File: src/design/spq_pkg.sv
// shared types and constants for the sorted priority queue
package spq_pkg;

  localparam int unsigned ValueW = 32;
  localparam int unsigned CountW = 7;

  typedef enum logic [1:0] {
    StDone     = 2'd0,
    StFull     = 2'd1,
    StEmpty    = 2'd2,
    StNotFound = 2'd3
  } spq_status_e;

  typedef enum logic {
    ActInsert = 1'b0,
    ActDelete = 1'b1
  } spq_action_e;

  typedef struct packed {
    logic                     valid;
    logic signed [ValueW-1:0] value;
  } spq_slot_t;

  typedef struct packed {
    logic                     ins_en;
    logic                     del_en;
    logic signed [ValueW-1:0] value;
  } spq_op_t;

endpackage

File: src/design/spq_cell.sv
// one slot of the sorted chain: compares against the broadcast value and shifts with neighbors
module spq_cell (
  input  logic               clk_i,
  input  logic               rst_ni,
  input  spq_pkg::spq_op_t   op_i,
  input  spq_pkg::spq_slot_t left_i,
  input  logic               left_shift_i,
  input  spq_pkg::spq_slot_t right_i,
  output spq_pkg::spq_slot_t slot_o,
  output logic               shift_o,
  output logic               match_o
);
  import spq_pkg::*;

  logic                     valid_q, valid_d;
  logic signed [ValueW-1:0] value_q, value_d;
  logic                     at_or_above;

  // insert moves this slot when it is empty or holds a larger value
  assign shift_o     = !valid_q || (op_i.value < value_q);
  assign match_o     = valid_q && (value_q == op_i.value);
  assign at_or_above = valid_q && !(value_q < op_i.value);

  always_comb begin
    valid_d = valid_q;
    value_d = value_q;
    if (op_i.ins_en && shift_o) begin
      valid_d = valid_q | left_i.valid;
      value_d = left_shift_i ? left_i.value : op_i.value;
    end else if (op_i.del_en && at_or_above) begin
      valid_d = right_i.valid;
      value_d = right_i.value;
    end
  end

  always_ff @(posedge clk_i or negedge rst_ni) begin
    if (!rst_ni) begin
      valid_q <= 1'b0;
    end else begin
      valid_q <= valid_d;
    end
  end

  always_ff @(posedge clk_i) begin
    value_q <= value_d;
  end

  assign slot_o.valid = valid_q;
  assign slot_o.value = value_q;

endmodule

File: config.mk
export PLATFORM = sky130hd
export DESIGN_NAME = spq_cell
export DESIGN_NICKNAME = d
export VERILOG_FILES = /design/src/design/spq_pkg.sv /design/src/design/spq_cell.sv
export SDC_FILE = /design/constraint.sdc
export NUM_CORES = 1
export LEC_CHECK = 0
export BUFFER_PORTS_ARGS = -buffer_cell sky130_fd_sc_hd__buf_2
export CORE_MARGIN = 2
export CORE_UTILIZATION = 50
export DETAILED_ROUTE_END_ITERATION = 6
export GPL_ROUTABILITY_DRIVEN = 0
export PLACE_DENSITY = 0.87
export REMOVE_ABC_BUFFERS = 1
export SYNTH_ARGS = -nofsm -noshare
export SYNTH_HDL_FRONTEND = slang
export SYNTH_SLANG_ARGS = --single-unit
File: constraint.sdc
create_clock -name clk_i -period 11.9 [get_ports clk_i]
set_clock_uncertainty 0.2 [all_clocks]
set_input_delay 1.19 -clock clk_i [delete_from_list [all_inputs] [get_ports clk_i]]
set_output_delay 1.19 -clock clk_i [all_outputs]
set_load 0.005 [all_outputs]
==> qor.csv <==
stage,metric,value,unit
timing,fmax,214,MHz
clocking,cts.sinks,33,
synth,synth-edff-count,32,
final_layout,final_area,3520,um^2
drt,wl_per_cell,14.0,um
grt,antenna_found_initial,0,
timing,setup_tns,0,ns
synth,syn_area_per_cell,10.3,um^2
grt,gr-usage-met3,4.48,%
drt,firstDrtPassIters,4,
final_layout,synthToLayoutAreaGrowth,28.3,%
timing,min_period,4.68,ns
timing,setup_viol,0,
clocking,insertion_delay,0.28,ns
synth,yosysWarnings,0,
synth,ys_types,35,
die,die_x,78.1,um
clocking,clk_pin_slew,0.07,ns
placed_design,port_buffers,137,
die,rows,26,
die,start_util,52.8,%
worst_setup_path,cp.required,10.51,ns
placed_design,dp_hpwl,5150,um
synth,async_flop_share,3.03,%
worst_setup_path,r2r_cells,8,
timing,finalWorstSetupSlack,7.22,ns
clocking,htree_levels,2,
grt,grt_max_degree,64,
worst_setup_path,r2r-end,value_q[18],
clocking,cts_tree,yes,
clocking,numCtsBuffers,5,
clocking,cts_resized,0,
synth,yosysSeqAreaShare,35.9,%
timing,max_slew_margin,31.3,%
final_layout,fill_cells,427,
drt,antenna_left,0,
die,dieArea,6100,um^2
synth,postSynthCellCount,268,
pwr,vdd_drop_max,122,uV
worst_setup_path,critPathLaunch,op_i[31],
synth,synth_area_leaders,"edfxtp_1 (35%), mux2_4 (16%), ha_1 (15%)",
worst_setup_path,timing.rr.start,value_q[23],
clocking,root_buffer,clkbuf_8,
clocking,cts_buffer_depth,2,
drt,drt_iter0_markers,76,
grt,grt_use_total,21.9,%
final_layout,final_nets,536,
timing,rsz0062_at_grt,no,
drt,via_per_inst,5.13,
drt,drc,0,
flow_run,cap_violations,0,
timing,worst-slew-pin-transition,1.03,ns
clocking,postCtsHoldBufs,0,
grt,grt_use_met2,39.1,%
grt,met1_usage,26.6,%
grt,grt_pass1_wl,10700,um
final_layout,diodes,0,
die,core_area,5200,um^2
timing,hold_viol_final,0,
min_path,min_path_type,input port to asynchronous set/reset pin,
die,die_y,78.1,um
grt,grt.busiest_layer,met2,
pwr,p_leak,1.85,nW
placed_design,place_area,3440,um^2
synth,yosysMostFrequentCell,nand2_1,
timing,fin_crit_sh,39.4,%
worst_setup_path,start_kind,input port,
worst_setup_path,crit_arrival,3.29,ns
pwr,report.power.total,0.741,mW
final_layout,multi_input_area,1550,um^2
timing,maxSlewViolCount,0,
synth,synth-seq-cells,33,
placed_design,pre_cts_slack,7.25,ns
synth,synthTopCellsByCount,"nand2_1 (41), inv_1 (35), o21ai_0 (34)",
synth,synth_top_area_cell,edfxtp_1,
grt,grt_overflow,0,
drt,vias,2421,
worst_setup_path,worstSetupPathType,input port to output pin,
run_status,status,"finished, final reports clean",
final_layout,regArea,986,um^2
worst_setup_path,crit_fanout,5,
synth,syn_area,2750,um^2
clocking,post-cts-setup-buffers,0,
drt,wl,6620,um
synth,synth_top_area_share,35.0,%
final_layout,drive_above_1_share,45.0,%
timing,holdWs,0.470,ns
synth,synth-main-ff-cell,edfxtp_1,
pwr,power.density,210,nW/um^2
worst_setup_path,r2r_slack,8.45,ns
worst_setup_path,crit_path_end_kind,output pin,
die,io_pins,138,
grt,grt_pass1_vias,2415,
[worst max-delay path by stage]
stage / endpoint / slack (ns)
after global placement: shift_o / 7.21
after detailed placement: shift_o / 7.25
after global routing: shift_o / 6.92
final: shift_o / 7.22
after floorplan: value_q[0] / 7.17
after CTS: shift_o / 7.23
[metrics by stage]
step           utilization [%]  instances
2_1_floorplan                -        257
6_report                  67.7        472
3_3_place_gp              66.1        464
3_5_place_dp              66.1        464
5_1_grt                   67.7        472
4_1_cts                   67.7        472
[where the power goes]
group | total, mW | switching [mW] | internal (mW)
Combinational | 0.398 | 0.209 | 0.189
Clock | 0.0837 | 0.0434 | 0.0404
Sequential | 0.259 | 0.0351 | 0.224
Total | 0.741 | 0.288 | 0.453
[worst max-delay path: stages]
cell and delay (ns):
buf_2 0.08, inv_1 0.05, ha_1 0.36, nand4_2 0.18, nor4_2 0.40, nor3b_2 0.28, a211oi_1 0.09, xnor2_1 0.40
a21oi_1 0.12, buf_2 0.14
[area by class of cell]
| type | instances | share of cell area (%) |
|---|---|---|
| Multi-Input combinational cell | 189 | 43.9 |
| Sequential cell | 33 | 28.0 |
| Timing Repair Buffer | 137 | 19.5 |
| Inverter | 35 | 3.73 |
| Tap cell | 70 | 2.48 |
| Clock buffer | 5 | 1.95 |
| Clock inverter | 3 | 0.497 |
[per-layer routing]
metal	up-vias	share of wire [%]	routed length (um)
met5	-	0	0
met4	0	1.2	80
met3	9	7.3	480
met2	100	48	3210
met1	1090	43	2850
li1	1222	-	-
[logic make-up after synthesis]
family / count (synthesis) / share of synthesized area [%]
simple gates: 62 / 11.0
compound gates: 61 / 12.6
buf+inv: 46 / 8.20
mux: 33 / 17.5
flops: 33 / 35.9
fa+ha+maj: 32 / 14.6
xor+xnor: 1 / 0.319
[placed cells by master, fill, tap and decap left out, types with 2 or more instances in the layout]
| cell | instances |
|---|---|
| a211o_1 | 2 |
| a21oi_1 | 16 |
| buf_2 | 137 |
| clkbuf_8 | 5 |
| clkinv_2 | 2 |
| edfxtp_1 | 32 |
| ha_1 | 32 |
| inv_1 | 35 |
| mux2_1 | 3 |
| mux2_4 | 29 |
| nand2_1 | 41 |
| nand3_1 | 4 |
| nand4_1 | 5 |
| nor2_1 | 2 |
| nor4_1 | 2 |
| o21ai_0 | 34 |
[sequential cells by signal, summed over array words and instances, names as in the netlist]
| signal | count |
|---|---|
| valid_q | 1 |
| value_q | 32 |
Note: power is estimated with default switching activity, not from simulation.
